<file path="config.mk">
export PLATFORM = sky130hd
export DESIGN_NAME = interval_to_rms_velocity
export DESIGN_NICKNAME = d
export VERILOG_FILES = /design/src/ivrms_pkg.sv /design/src/ivrms_div.sv /design/src/ivrms_dp.sv /design/src/ivrms_ctrl.sv /design/src/interval_to_rms_velocity.sv
export SDC_FILE = /design/constraint.sdc
export NUM_CORES = 2
export LEC_CHECK = 0
export BUFFER_PORTS_ARGS = -buffer_cell sky130_fd_sc_hd__buf_2
export CORE_ASPECT_RATIO = 1.75
export CORE_UTILIZATION = 45
export DETAILED_ROUTE_END_ITERATION = 12
export GPL_TIMING_DRIVEN = 0
export PLACE_DENSITY_LB_ADDON = 0.12
export SYNTH_ARGS = -nofsm -noshare
export SYNTH_HDL_FRONTEND = slang
export SYNTH_HIERARCHICAL = 1
export SYNTH_SLANG_ARGS = --single-unit
</file>
<file path="constraint.sdc">
create_clock -name clk -period 14.9 [get_ports clk]
set_input_delay 2.98 -clock clk [delete_from_list [all_inputs] [get_ports clk]]
set_output_delay 2.98 -clock clk [all_outputs]
set_load 0.05 [all_outputs]
</file>
<file path="src/ivrms_pkg.sv">
// ----------------------------------------------------------------------------
// ivrms_pkg
// Shared types and constants for the interval to RMS velocity block.
// ----------------------------------------------------------------------------
package ivrms_pkg;

  // Configuration register indexes
  localparam logic [1:0] REG_THICKNESS = 2'd0;
  localparam logic [1:0] REG_ORIGIN    = 2'd1;
  localparam logic [1:0] REG_STEP      = 2'd2;
  localparam logic [1:0] REG_SAMPLES   = 2'd3;

  // Divider iteration counts (dividend bits, left aligned in 64)
  localparam logic [6:0] ITER_TIME  = 7'd41;
  localparam logic [6:0] ITER_INDEX = 7'd49;
  localparam logic [6:0] ITER_RATIO = 7'd64;

  // Square root: two radicand bits per step
  localparam logic [4:0] SQRT_STEPS = 5'd16;

  typedef enum logic [3:0] {
    ST_IDLE, ST_MUL, ST_DIV_T, ST_ACC, ST_EVAL, ST_DIV_Q,
    ST_CHK, ST_DIV_R, ST_SQRT, ST_FIN, ST_DONE
  } state_t;

  typedef enum logic [1:0] {
    DIV_TIME, DIV_INDEX, DIV_RATIO
  } div_sel_t;

  typedef struct packed {
    logic     load_in;
    logic     mul;
    logic     div_start;
    div_sel_t div_sel;
    logic     acc;
    logic     res_clear;
    logic     sqrt_start;
    logic     res_set;
    logic     out_load;
  } cmd_t;

  typedef struct packed {
    logic zero_v;
    logic div_busy;
    logic sqrt_busy;
    logic diff_pos;
    logic q_ok;
    logic out_full;
  } sts_t;

endpackage

</file>
<file path="src/ivrms_div.sv">
// ----------------------------------------------------------------------------
// ivrms_div
// Restoring divider, one quotient bit per cycle, dividend left aligned.
// ----------------------------------------------------------------------------
module ivrms_div (
  input  logic        clk,
  input  logic        rst,
  input  logic        start,
  input  logic [63:0] dividend,
  input  logic [47:0] divisor,
  input  logic [6:0]  iters,
  output logic        busy,
  output logic [63:0] quotient
);

  logic [6:0]  cnt;
  logic [63:0] sh;
  logic [47:0] rem;
  logic [47:0] dvs;
  logic [48:0] rem_sh;
  logic [48:0] rem_sub;
  logic        ge;

  // trial subtract against the divisor held since start
  always_comb begin
    rem_sh  = {rem, sh[63]};
    rem_sub = rem_sh - {1'b0, dvs};
    ge      = (rem_sh >= {1'b0, dvs});
  end

  // control
  always_ff @(posedge clk) begin
    if (rst) begin
      busy <= 1'b0;
      cnt  <= '0;
    end else if (start) begin
      busy <= 1'b1;
      cnt  <= iters;
    end else if (busy) begin
      cnt <= cnt - 7'd1;
      if (cnt == 7'd1) busy <= 1'b0;
    end
  end

  // shift register: dividend bits out, quotient bits in
  always_ff @(posedge clk) begin
    if (start) begin
      sh  <= dividend;
      rem <= '0;
      dvs <= divisor;
    end else if (busy) begin
      sh  <= {sh[62:0], ge};
      rem <= ge ? rem_sub[47:0] : rem_sh[47:0];
    end
  end

  assign quotient = sh;

endmodule

</file>
<file path="src/ivrms_dp.sv">
// ----------------------------------------------------------------------------
// ivrms_dp
// Datapath: config registers, running sums, shared divider, square root,
// result and output registers.
// ----------------------------------------------------------------------------
module ivrms_dp (
  input  logic               clk,
  input  logic               rst,
  input  logic               cfg_we,
  input  logic [1:0]         cfg_index,
  input  logic [23:0]        cfg_data,
  input  logic [15:0]        in_velocity,
  input  logic               in_start,
  input  ivrms_pkg::cmd_t    cmd,
  output ivrms_pkg::sts_t    sts,
  input  logic               m_tready,
  output logic               m_tvalid,
  output logic [31:0]        m_tdata,
  output logic [1:0]         m_tuser
);

  logic [23:0] thickness;
  logic [23:0] origin;
  logic [23:0] tstep;
  logic [15:0] samples;

  logic [15:0] vel;
  logic [47:0] sum_t;
  logic [63:0] sum_a;
  logic [56:0] da;

  logic [63:0] div_dividend;
  logic [47:0] div_divisor;
  logic [6:0]  div_iters;
  logic        div_busy;
  logic [63:0] quo;

  logic [48:0] sum_t_add;
  logic [64:0] sum_a_add;
  logic [49:0] diff;
  logic [23:0] step_eff;

  logic [31:0] sq_x;
  logic [17:0] sq_rem;
  logic [15:0] sq_root;
  logic [4:0]  sq_cnt;
  logic        sq_busy;
  logic [19:0] sq_t;
  logic [19:0] sq_trial;
  logic        sq_ge;

  logic [15:0] idx_hold;
  logic        ratio_big;
  logic [15:0] res_idx;
  logic [15:0] res_rms;
  logic        res_valid;

  // configuration registers
  always_ff @(posedge clk) begin
    if (rst) begin
      thickness <= 24'd2560;
      origin    <= 24'd0;
      tstep     <= 24'd65536;
      samples   <= 16'd1024;
    end else if (cfg_we) begin
      unique case (cfg_index)
        ivrms_pkg::REG_THICKNESS: thickness <= cfg_data;
        ivrms_pkg::REG_ORIGIN:    origin    <= cfg_data;
        ivrms_pkg::REG_STEP:      tstep     <= cfg_data;
        ivrms_pkg::REG_SAMPLES:   samples   <= cfg_data[15:0];
        default: ;
      endcase
    end
  end

  assign step_eff = (tstep == 24'd0) ? 24'd1 : tstep;

  // saturating sums and signed offset
  always_comb begin
    sum_t_add = {1'b0, sum_t} + {8'd0, quo[40:0]};
    sum_a_add = {1'b0, sum_a} + {8'd0, da};
    diff      = $signed({2'b00, sum_t}) - $signed({{26{origin[23]}}, origin});
  end

  // running sums and input capture
  always_ff @(posedge clk) begin
    if (rst) begin
      sum_t <= '0;
      sum_a <= '0;
    end else if (cmd.load_in) begin
      if (in_start) begin
        sum_t <= '0;
        sum_a <= '0;
      end
    end else if (cmd.acc) begin
      sum_t <= sum_t_add[48] ? {48{1'b1}} : sum_t_add[47:0];
      sum_a <= sum_a_add[64] ? {64{1'b1}} : sum_a_add[63:0];
    end
  end

  always_ff @(posedge clk) begin
    if (cmd.load_in) vel <= in_velocity;
    if (cmd.mul) da <= {({16'd0, thickness} * {24'd0, vel}), 17'd0};
  end

  // divider operand select
  always_comb begin
    unique case (cmd.div_sel)
      ivrms_pkg::DIV_TIME: begin
        div_dividend = {thickness, 40'd0};
        div_divisor  = {32'd0, vel};
        div_iters    = ivrms_pkg::ITER_TIME;
      end
      ivrms_pkg::DIV_INDEX: begin
        div_dividend = {diff[48:0], 15'd0};
        div_divisor  = {24'd0, step_eff};
        div_iters    = ivrms_pkg::ITER_INDEX;
      end
      ivrms_pkg::DIV_RATIO: begin
        div_dividend = sum_a;
        div_divisor  = sum_t;
        div_iters    = ivrms_pkg::ITER_RATIO;
      end
      default: begin
        div_dividend = sum_a;
        div_divisor  = sum_t;
        div_iters    = ivrms_pkg::ITER_RATIO;
      end
    endcase
  end

  ivrms_div u_div (
    .clk      (clk),
    .rst      (rst),
    .start    (cmd.div_start),
    .dividend (div_dividend),
    .divisor  (div_divisor),
    .iters    (div_iters),
    .busy     (div_busy),
    .quotient (quo)
  );

  // keep the index before the ratio division overwrites the quotient
  always_ff @(posedge clk) begin
    if (cmd.div_start && cmd.div_sel == ivrms_pkg::DIV_RATIO) idx_hold <= quo[15:0];
  end

  // digit-by-digit square root, two radicand bits per cycle
  always_comb begin
    sq_t     = {sq_rem, sq_x[31:30]};
    sq_trial = {2'b00, sq_root, 2'b01};
    sq_ge    = (sq_t >= sq_trial);
  end

  always_ff @(posedge clk) begin
    if (rst) begin
      sq_busy <= 1'b0;
      sq_cnt  <= '0;
    end else if (cmd.sqrt_start) begin
      sq_busy <= 1'b1;
      sq_cnt  <= ivrms_pkg::SQRT_STEPS;
    end else if (sq_busy) begin
      sq_cnt <= sq_cnt - 5'd1;
      if (sq_cnt == 5'd1) sq_busy <= 1'b0;
    end
  end

  always_ff @(posedge clk) begin
    if (cmd.sqrt_start) begin
      sq_x      <= quo[31:0];
      sq_rem    <= '0;
      sq_root   <= '0;
      ratio_big <= |quo[63:32];
    end else if (sq_busy) begin
      sq_x    <= {sq_x[29:0], 2'b00};
      sq_rem  <= sq_ge ? sq_t[17:0] - sq_trial[17:0] : sq_t[17:0];
      sq_root <= {sq_root[14:0], sq_ge};
    end
  end

  // result register
  always_ff @(posedge clk) begin
    if (cmd.res_clear) begin
      res_idx   <= '0;
      res_rms   <= '0;
      res_valid <= 1'b0;
    end else if (cmd.res_set) begin
      res_idx   <= idx_hold;
      res_rms   <= ratio_big ? 16'hFFFF : sq_root;
      res_valid <= 1'b1;
    end
  end

  // output register
  always_ff @(posedge clk) begin
    if (rst) begin
      m_tvalid <= 1'b0;
    end else if (cmd.out_load) begin
      m_tvalid <= 1'b1;
    end else if (m_tready) begin
      m_tvalid <= 1'b0;
    end
  end

  always_ff @(posedge clk) begin
    if (cmd.out_load) begin
      m_tdata <= {res_rms, res_idx};
      m_tuser <= {(vel == 16'd0), res_valid};
    end
  end

  // status
  always_comb begin
    sts.zero_v    = (vel == 16'd0);
    sts.div_busy  = div_busy;
    sts.sqrt_busy = sq_busy;
    sts.diff_pos  = (sum_t != 48'd0) && !diff[49] && (diff != 50'd0);
    sts.q_ok      = (quo[48:0] != 49'd0) && (quo[48:0] < {33'd0, samples});
    sts.out_full  = m_tvalid && !m_tready;
  end

endmodule

</file>
<file path="src/ivrms_ctrl.sv">
// ----------------------------------------------------------------------------
// ivrms_ctrl
// Controller: steps one layer through multiply, divisions and square root.
// ----------------------------------------------------------------------------
module ivrms_ctrl (
  input  logic              clk,
  input  logic              rst,
  input  logic              s_tvalid,
  output logic              s_tready,
  input  ivrms_pkg::sts_t   sts,
  output ivrms_pkg::cmd_t   cmd
);

  ivrms_pkg::state_t state;
  ivrms_pkg::state_t state_next;

  always_ff @(posedge clk) begin
    if (rst) state <= ivrms_pkg::ST_IDLE;
    else     state <= state_next;
  end

  // next state
  always_comb begin
    state_next = state;
    unique case (state)
      ivrms_pkg::ST_IDLE:  if (s_tvalid) state_next = ivrms_pkg::ST_MUL;
      ivrms_pkg::ST_MUL:   state_next = sts.zero_v ? ivrms_pkg::ST_EVAL : ivrms_pkg::ST_DIV_T;
      ivrms_pkg::ST_DIV_T: if (!sts.div_busy) state_next = ivrms_pkg::ST_ACC;
      ivrms_pkg::ST_ACC:   state_next = ivrms_pkg::ST_EVAL;
      ivrms_pkg::ST_EVAL:  state_next = sts.diff_pos ? ivrms_pkg::ST_DIV_Q : ivrms_pkg::ST_DONE;
      ivrms_pkg::ST_DIV_Q: if (!sts.div_busy) state_next = ivrms_pkg::ST_CHK;
      ivrms_pkg::ST_CHK:   state_next = sts.q_ok ? ivrms_pkg::ST_DIV_R : ivrms_pkg::ST_DONE;
      ivrms_pkg::ST_DIV_R: if (!sts.div_busy) state_next = ivrms_pkg::ST_SQRT;
      ivrms_pkg::ST_SQRT:  state_next = ivrms_pkg::ST_FIN;
      ivrms_pkg::ST_FIN:   if (!sts.sqrt_busy) state_next = ivrms_pkg::ST_DONE;
      ivrms_pkg::ST_DONE:  if (!sts.out_full) state_next = ivrms_pkg::ST_IDLE;
      default:             state_next = ivrms_pkg::ST_IDLE;
    endcase
  end

  // outputs
  always_comb begin
    cmd         = '0;
    cmd.div_sel = ivrms_pkg::DIV_TIME;
    s_tready    = 1'b0;
    unique case (state)
      ivrms_pkg::ST_IDLE: begin
        s_tready    = 1'b1;
        cmd.load_in = s_tvalid;
      end
      ivrms_pkg::ST_MUL: begin
        cmd.mul       = 1'b1;
        cmd.div_start = !sts.zero_v;
      end
      ivrms_pkg::ST_ACC: cmd.acc = 1'b1;
      ivrms_pkg::ST_EVAL: begin
        cmd.div_sel   = ivrms_pkg::DIV_INDEX;
        cmd.div_start = sts.diff_pos;
        cmd.res_clear = !sts.diff_pos;
      end
      ivrms_pkg::ST_CHK: begin
        cmd.div_sel   = ivrms_pkg::DIV_RATIO;
        cmd.div_start = sts.q_ok;
        cmd.res_clear = !sts.q_ok;
      end
      ivrms_pkg::ST_SQRT: begin
        cmd.div_sel    = ivrms_pkg::DIV_RATIO;
        cmd.sqrt_start = 1'b1;
      end
      ivrms_pkg::ST_FIN:  cmd.res_set  = !sts.sqrt_busy;
      ivrms_pkg::ST_DONE: cmd.out_load = !sts.out_full;
      default: ;
    endcase
  end

endmodule

</file>
<file path="src/interval_to_rms_velocity.sv">
// Per layer the shared bit-serial divider runs, as the layer needs, 41 (layer
// time), 49 (sample index) and 64 (a/t) iterations, then 16 square root steps.
// One layer at a time: a new word is accepted only once the last is done;
// a finished word waits in the output register while the next layer runs.
// Reset (synchronous, rst high) clears sums, controller and output valid,
// and sets the configuration registers to their defaults.
// ----------------------------------------------------------------------------
// interval_to_rms_velocity
// Dix relation: running two-way time and velocity-weighted time per trace,
// output sample index and RMS velocity per depth layer.
// ----------------------------------------------------------------------------
module interval_to_rms_velocity (
  input  logic        clk,
  input  logic        rst,
  input  logic        cfg_we,
  input  logic [1:0]  cfg_index,
  input  logic [23:0] cfg_data,
  input  logic        s_tvalid,
  output logic        s_tready,
  input  logic [15:0] s_tdata,   // [15:0] interval_velocity
  input  logic        s_tuser,   // [0] trace_start
  output logic        m_tvalid,
  input  logic        m_tready,
  output logic [31:0] m_tdata,   // [15:0] time_index, [31:16] rms_velocity
  output logic [1:0]  m_tuser    // [0] index_valid, [1] zero_velocity
);

  ivrms_pkg::cmd_t cmd;
  ivrms_pkg::sts_t sts;

  ivrms_ctrl u_ctrl (
    .clk      (clk),
    .rst      (rst),
    .s_tvalid (s_tvalid),
    .s_tready (s_tready),
    .sts      (sts),
    .cmd      (cmd)
  );

  ivrms_dp u_dp (
    .clk         (clk),
    .rst         (rst),
    .cfg_we      (cfg_we),
    .cfg_index   (cfg_index),
    .cfg_data    (cfg_data),
    .in_velocity (s_tdata),
    .in_start    (s_tuser),
    .cmd         (cmd),
    .sts         (sts),
    .m_tready    (m_tready),
    .m_tvalid    (m_tvalid),
    .m_tdata     (m_tdata),
    .m_tuser     (m_tuser)
  );

endmodule

</file>
After elaboration in Yosys (flattened, before gate mapping):

Index checks and enable logic that the tools add are counted.

* output and inout bits: 36
* word-level logic and storage cells: 147
* bits in latches: 0
* memories kept: 0
* bits in read-only memories: 0
* bits in registers: 585
* bits in writable memories: 0

* divide/modulo/power cells: 0
* add/sub/neg operators: 7
* $mul: 1
* magnitude comparators: 3
* equal/unequal tests: 24
* reductions and logical operators: 33
* shifts and indexed selects: 0
* bitwise operators: 0
* muxes and demuxes: 51

Operators with widths (count)
* $mux 64: 6
* $mux 48: 5
* $pmux 64 s2: 1
* $pmux 48 s2: 1
* $add 64x57->65: 1
* $mux 32: 2
* $reduce_bool 50->1: 1
* $sub 49x24->50: 1
* $add 48x41->49: 1
* $ge 49x48->1: 1
* $lt 49x16->1: 1
* $reduce_bool 49->1: 1
* $reduce_bool 48->1: 1
* $sub 48x48->48: 1
* $pmux 4 s11: 1
* $mul 24x16->40: 1
* $mux 4: 8
* $reduce_or 32->1: 1
* $logic_not 24->1: 1
* $mux 24: 1
* $ge 20x18->1: 1
* $mux 18: 1
* $sub 18x18->18: 1
* $eq 4x3->1 const B: 4
* 28 further kinds: 75

Longest topological paths before layout:

* depth in word-level cells: 6
* mapped depth: 27

Cells and area by module:

Netlist, hierarchy kept.

By module, submodules not included
* ivrms_dp: sequential area each 9339.0 um2, times used 1, area each 36711.5 um2, cells each 4338
* ivrms_div: sequential area each 4484.3 um2, times used 1, area each 9634.2 um2, cells each 924
* ivrms_ctrl: sequential area each 80.1 um2, times used 1, area each 486.7 um2, cells each 68

Worst setup path after synthesis:

Ideal clock, no wire load.

* kind: register -> register
* from: register u_dp.origin[23]
* to: register u_dp.u_div.sh[0] (netlist: u_dp/u_div/quotient[0]) (enable)
* data required time: 14.482 ns
* stages on the path, launching flop included: 23
* library setup time: 0.418 ns
* arrival time: 7.868 ns
* slack: 6.614 ns
* period minus slack after synthesis: 8.286 ns
* cells stage by stage: dfxtp_1 inv_1 ha_1 clkbuf_1 a21o_1 a21o_1 a21o_1 or3_1 o21ai_1 xor2_1 or3b_2 nor4_1 nand4b_1 nor4b_2 o41ai_1 nor2b_1 a2bb2oi_1 o32a_1 nor2_1 clkbuf_1 nor2_1 clkbuf_1 inv_1

RTL lines
* start, declared: RTL line ivrms_dp.sv:23 `logic [23:0] origin;`
* start signal, assigned: RTL line ivrms_dp.sv:68 `ivrms_pkg::REG_ORIGIN: origin <= cfg_data;`
* end signal, assigned: RTL line ivrms_div.sv:48 `sh <= dividend;`
* end signal, assigned: RTL line ivrms_div.sv:52 `sh <= {sh[62:0], ge};`
* end, declared: RTL line ivrms_div.sv:17 `logic [63:0] sh;`

==> key figures <==
Setup path
  – WP data arrival: 9.98 ns
  – CP Capture Type: register
  – Worst R2R Setup Slack: 5.14 ns
  – Cell family with most CP delay: buffers and inverters
  – Worst stage delay on the critical path: 0.81 ns
  – Reg2reg start: u_dp/origin[23]
  – Crit-path slowest cell: clkbuf_1
  – WP buf/inv: 7
  – Startpoint types: register
  – CP Cell Sequence: inv_1, ha_1, clkbuf_1, a21o_1, a21o_1, a21o_1, or3_1, o21ai_1, xor2_1, or3b_2, nor4_1, nand4b_1, nor4b_2, o41ai_2, buf_4, nor2b_1, a2bb2oi_1, o32a_1, nor2_4, buf_12, clkbuf_1, nor2_1, clkbuf_1, inv_4
  – Reg2reg path depth: 24
  – Capturing point of the worst reg2reg path: u_dp/u_div/quotient[58]
  – Worst setup path class: reg2reg
  – Req. time, crit path: 15.12 ns
  – Crit Path Max Fanout: 64

Yosys
  – Ys async rst share: 0
  – Main combinational cell family by area after synthesis: adder cells
  – Mean Syn Cell Area: 8.79 µm²
  – Largest cells by area after synthesis: edfxtp_1, dfxtp_1, fa_1
  – Adder-cell share of the synthesized area: 0.220
  – Synth Area in Compound Gates: 0.164
  – Post-synthesis sequential area ratio: 0.297
  – Post-synth top area share: 0.161
  – Multiplexer area fraction after synthesis: 0.0453
  – Ys flop type: dfxtp_1
  – Number of synthesized flops with an enable pin: 251
  – Top cells by count, synth: nand2_1, inv_1, a21oi_1
  – Synth Area in Simple Gates: 0.171
  – Synth Instances: 5,330
  – Yosys top cell by area: edfxtp_1
  – Netlist cell types: 101
  – Syn. warnings: 6
  – Count leader, synth: nand2_1
  – FF+latch count, synth: 569
  – Xor/xnor share of the synthesized area: 0.0359
  – Cell Area, Synth: 46,800 µm²

Timing
  – Fmax achieved: 0.102 GHz
  – Tcrit/Tclk final: 0.655
  – Rel. slew slack: -0.0226
  – Slew @ Worst Pin: 1.53 ns
  – Final hold violations: 0
  – Final TNS setup: 0 ns
  – RSZ-0062 raised after global routing: false
  – Worst Skew: 0.0656 ns
  – Setup ws final: 5.14 ns
  – Tmin final: 9.76 ns
  – Setup violators final: 0
  – Max-slew violations: 11

Die
  – Core box area: 103,000 µm²
  – Die width: 246 µm
  – Rows: 156
  – Initial Util: 0.454
  – Die ar.: 105,000 µm²
  – Die height: 429 µm
  – I/O pin cnt: 84

CTS
  – Postcts setup bufs: 0
  – Clock root buffer: clkbuf_16
  – Post_cts resized: 0
  – CTS Buf Count: 58
  – CTS clk-pin slew, worst paths: 0.07 ns
  – Clk Latency, worst-skew pair: 0.70 ns
  – CTS max path bufs: 3
  – Hold_buf cts: 0
  – CTS H-tree depth: 2
  – Clock sinks: 569
  – CTS tree: yes

Cells and area
  – Core Util, Final: 0.495
  – Fill count: 10,100
  – Area Overhead vs Synth: 9.10%
  – Storage cell area: 13,900 µm²
  – Multi-input logic area: 29,800 µm²
  – Nets: 6,165
  – Share of cells above drive strength 1: 0.0637
  – Design Area, Final: 51,100 µm²

Global routing
  – Global route hottest layer: met2
  – Grt met1 use: 0.304
  – M3 GR Usage: 0.0502
  – Total GRT Usage: 0.322
  – GRT overflow: 0
  – Number of antenna violations at the first check in global routing: 16
  – First-pass GRT wire length: 251 mm
  – Met2 usage: 0.594
  – Largest net degree at the start of global routing: 65
  – Vias in the first global route: 40,800

Run status
  – Outcome: finished with violations
  – Failing checks: capacitance limit, slew limit

Job
  – Maxcap violations: 1

Placed design
  – GPL Wtd Cong: 0.999
  – IO Port Bufs: 82
  – Final HPWL DP: 137 mm
  – Placed cell areas: 49,000 µm²
  – Post-place setup slack: 5.34 ns

Power
  – Leak Pwr: 21.6 nW
  – Total chip power: 9.78 mW
  – Power per cell area: 191 nW/µm²
  – VDD IR-drop max: 0.154 mV

Routing
  – Post-route antenna net violation count: 0
  – DRT iter0 DRCs: 2,392
  – Via count: 39,700
  – Routed WL: 170 mm
  – Vias per Instance: 5.77
  – Post-route DRC: 0
  – DR WL/cell: 24.7 µm
  – TritonRoute pass-1 iters: 6

Worst hold path
  – Hold Crit Start: u_dp/res_rms[5]
  – Worst Hold Class: reg2reg
  – Hold Crit Endpoint: u_dp/m_tdata[21]
  – Worst hold path depth: 0
==> cells by family (layout without fill, tap and decap cells) <==
logic type                 Yosys count  count (layout)
other                                1               7
adders and majority gates          637             637
AOI/OAI and AO/OA                 1225            1225
muxes                              200             200
buffers and inverters              807            1006
DFF                                569             569
xor gates and xnor gates           192             192
and+or+nand+nor                   1699            1699
==> worst max-delay path by stage <==
stage | start | end | slack, ns | cells past startpoint
CTS | u_dp/origin[23] | u_dp/u_div/quotient[60] | 5.29 | 24
global placement | u_dp/origin[23] | u_dp/u_div/quotient[6] | 1.10 | 22
global route | u_dp/origin[23] | u_dp/u_div/quotient[58] | 4.95 | 24
floorplan | u_dp/origin[23] | u_dp/u_div/quotient[0] | 6.61 | 22
detailed placement | u_dp/origin[23] | u_dp/u_div/quotient[6] | 5.34 | 24
finish | u_dp/origin[23] | u_dp/u_div/quotient[58] | 5.14 | 24
==> per-layer routing <==
layer  part of all wire  wire [µm]
met5            0.00064        108
met4               0.11      17900
met3              0.045       7640
met2               0.52      88500
met1               0.33      55700
==> area by class of cell <==
cell class,instances,area share
tap,1343,0.0329
multi-input combinational,3955,0.584
antenna,5,0.000245
clock inverter,39,0.00852
buffer,270,0.0219
sequential,569,0.272
clock buffer,71,0.0312
inverter,537,0.0395
timing repair buffer,89,0.00977
==> flip-flops by register name, summed over array words and instances (netlist names), 18 cells and up <==
register,cells
u_dp/sum_a,48
u_dp/da,40
u_dp/sq_rem,18
u_dp/origin,24
u_dp/sq_x,32
u_dp/u_div/quotient,64
u_dp/m_tdata,32
u_dp/u_div/dvs,48
u_dp/tstep,24
u_dp/u_div/rem,48
u_dp/thickness,24
u_dp/sum_t,48
==> where the power goes <==
group,leakage [nW],total (mW),switching [mW],internal (mW)
sequential,4.95,2.76,0.477,2.28
clock,0.975,1.57,0.704,0.861
combinational,15.7,5.46,3.41,2.05
total,21.6,9.78,4.59,5.19
==> worst register-to-register path, delay by kind of cell, from the launching register on <==
kind            cells  cell delay [ns]
flops               1             0.62
fa+ha+maj           1             0.47
simple gates        8             3.02
xor+xnor            1             0.31
buf+inv             7             3.19
compound gates      7             1.64
==> layout by cell type, fill, tap and decap left out, drive strengths merged, types with 116 or more instances in the layout <==
cell type,n
nand2,716
nor2,335
o21ai,281
a21oi,399
a21o,119
ha,327
clkbuf,305
xnor2,116
and2,217
dfxtp,318
edfxtp,251
buf,125
inv,542
fa,310
==> per-stage QoR <==
stage / std cells / hold WS, ns
2_1_floorplan: 5331 / 0.408
3_3_place_gp: 6756 / 0.411
3_5_place_dp: 6762 / 0.415
4_1_cts: 6872 / 0.425
5_1_grt: 6873 / 0.432
6_report: 6878 / 0.429
(Power assumes the default switching activity.)
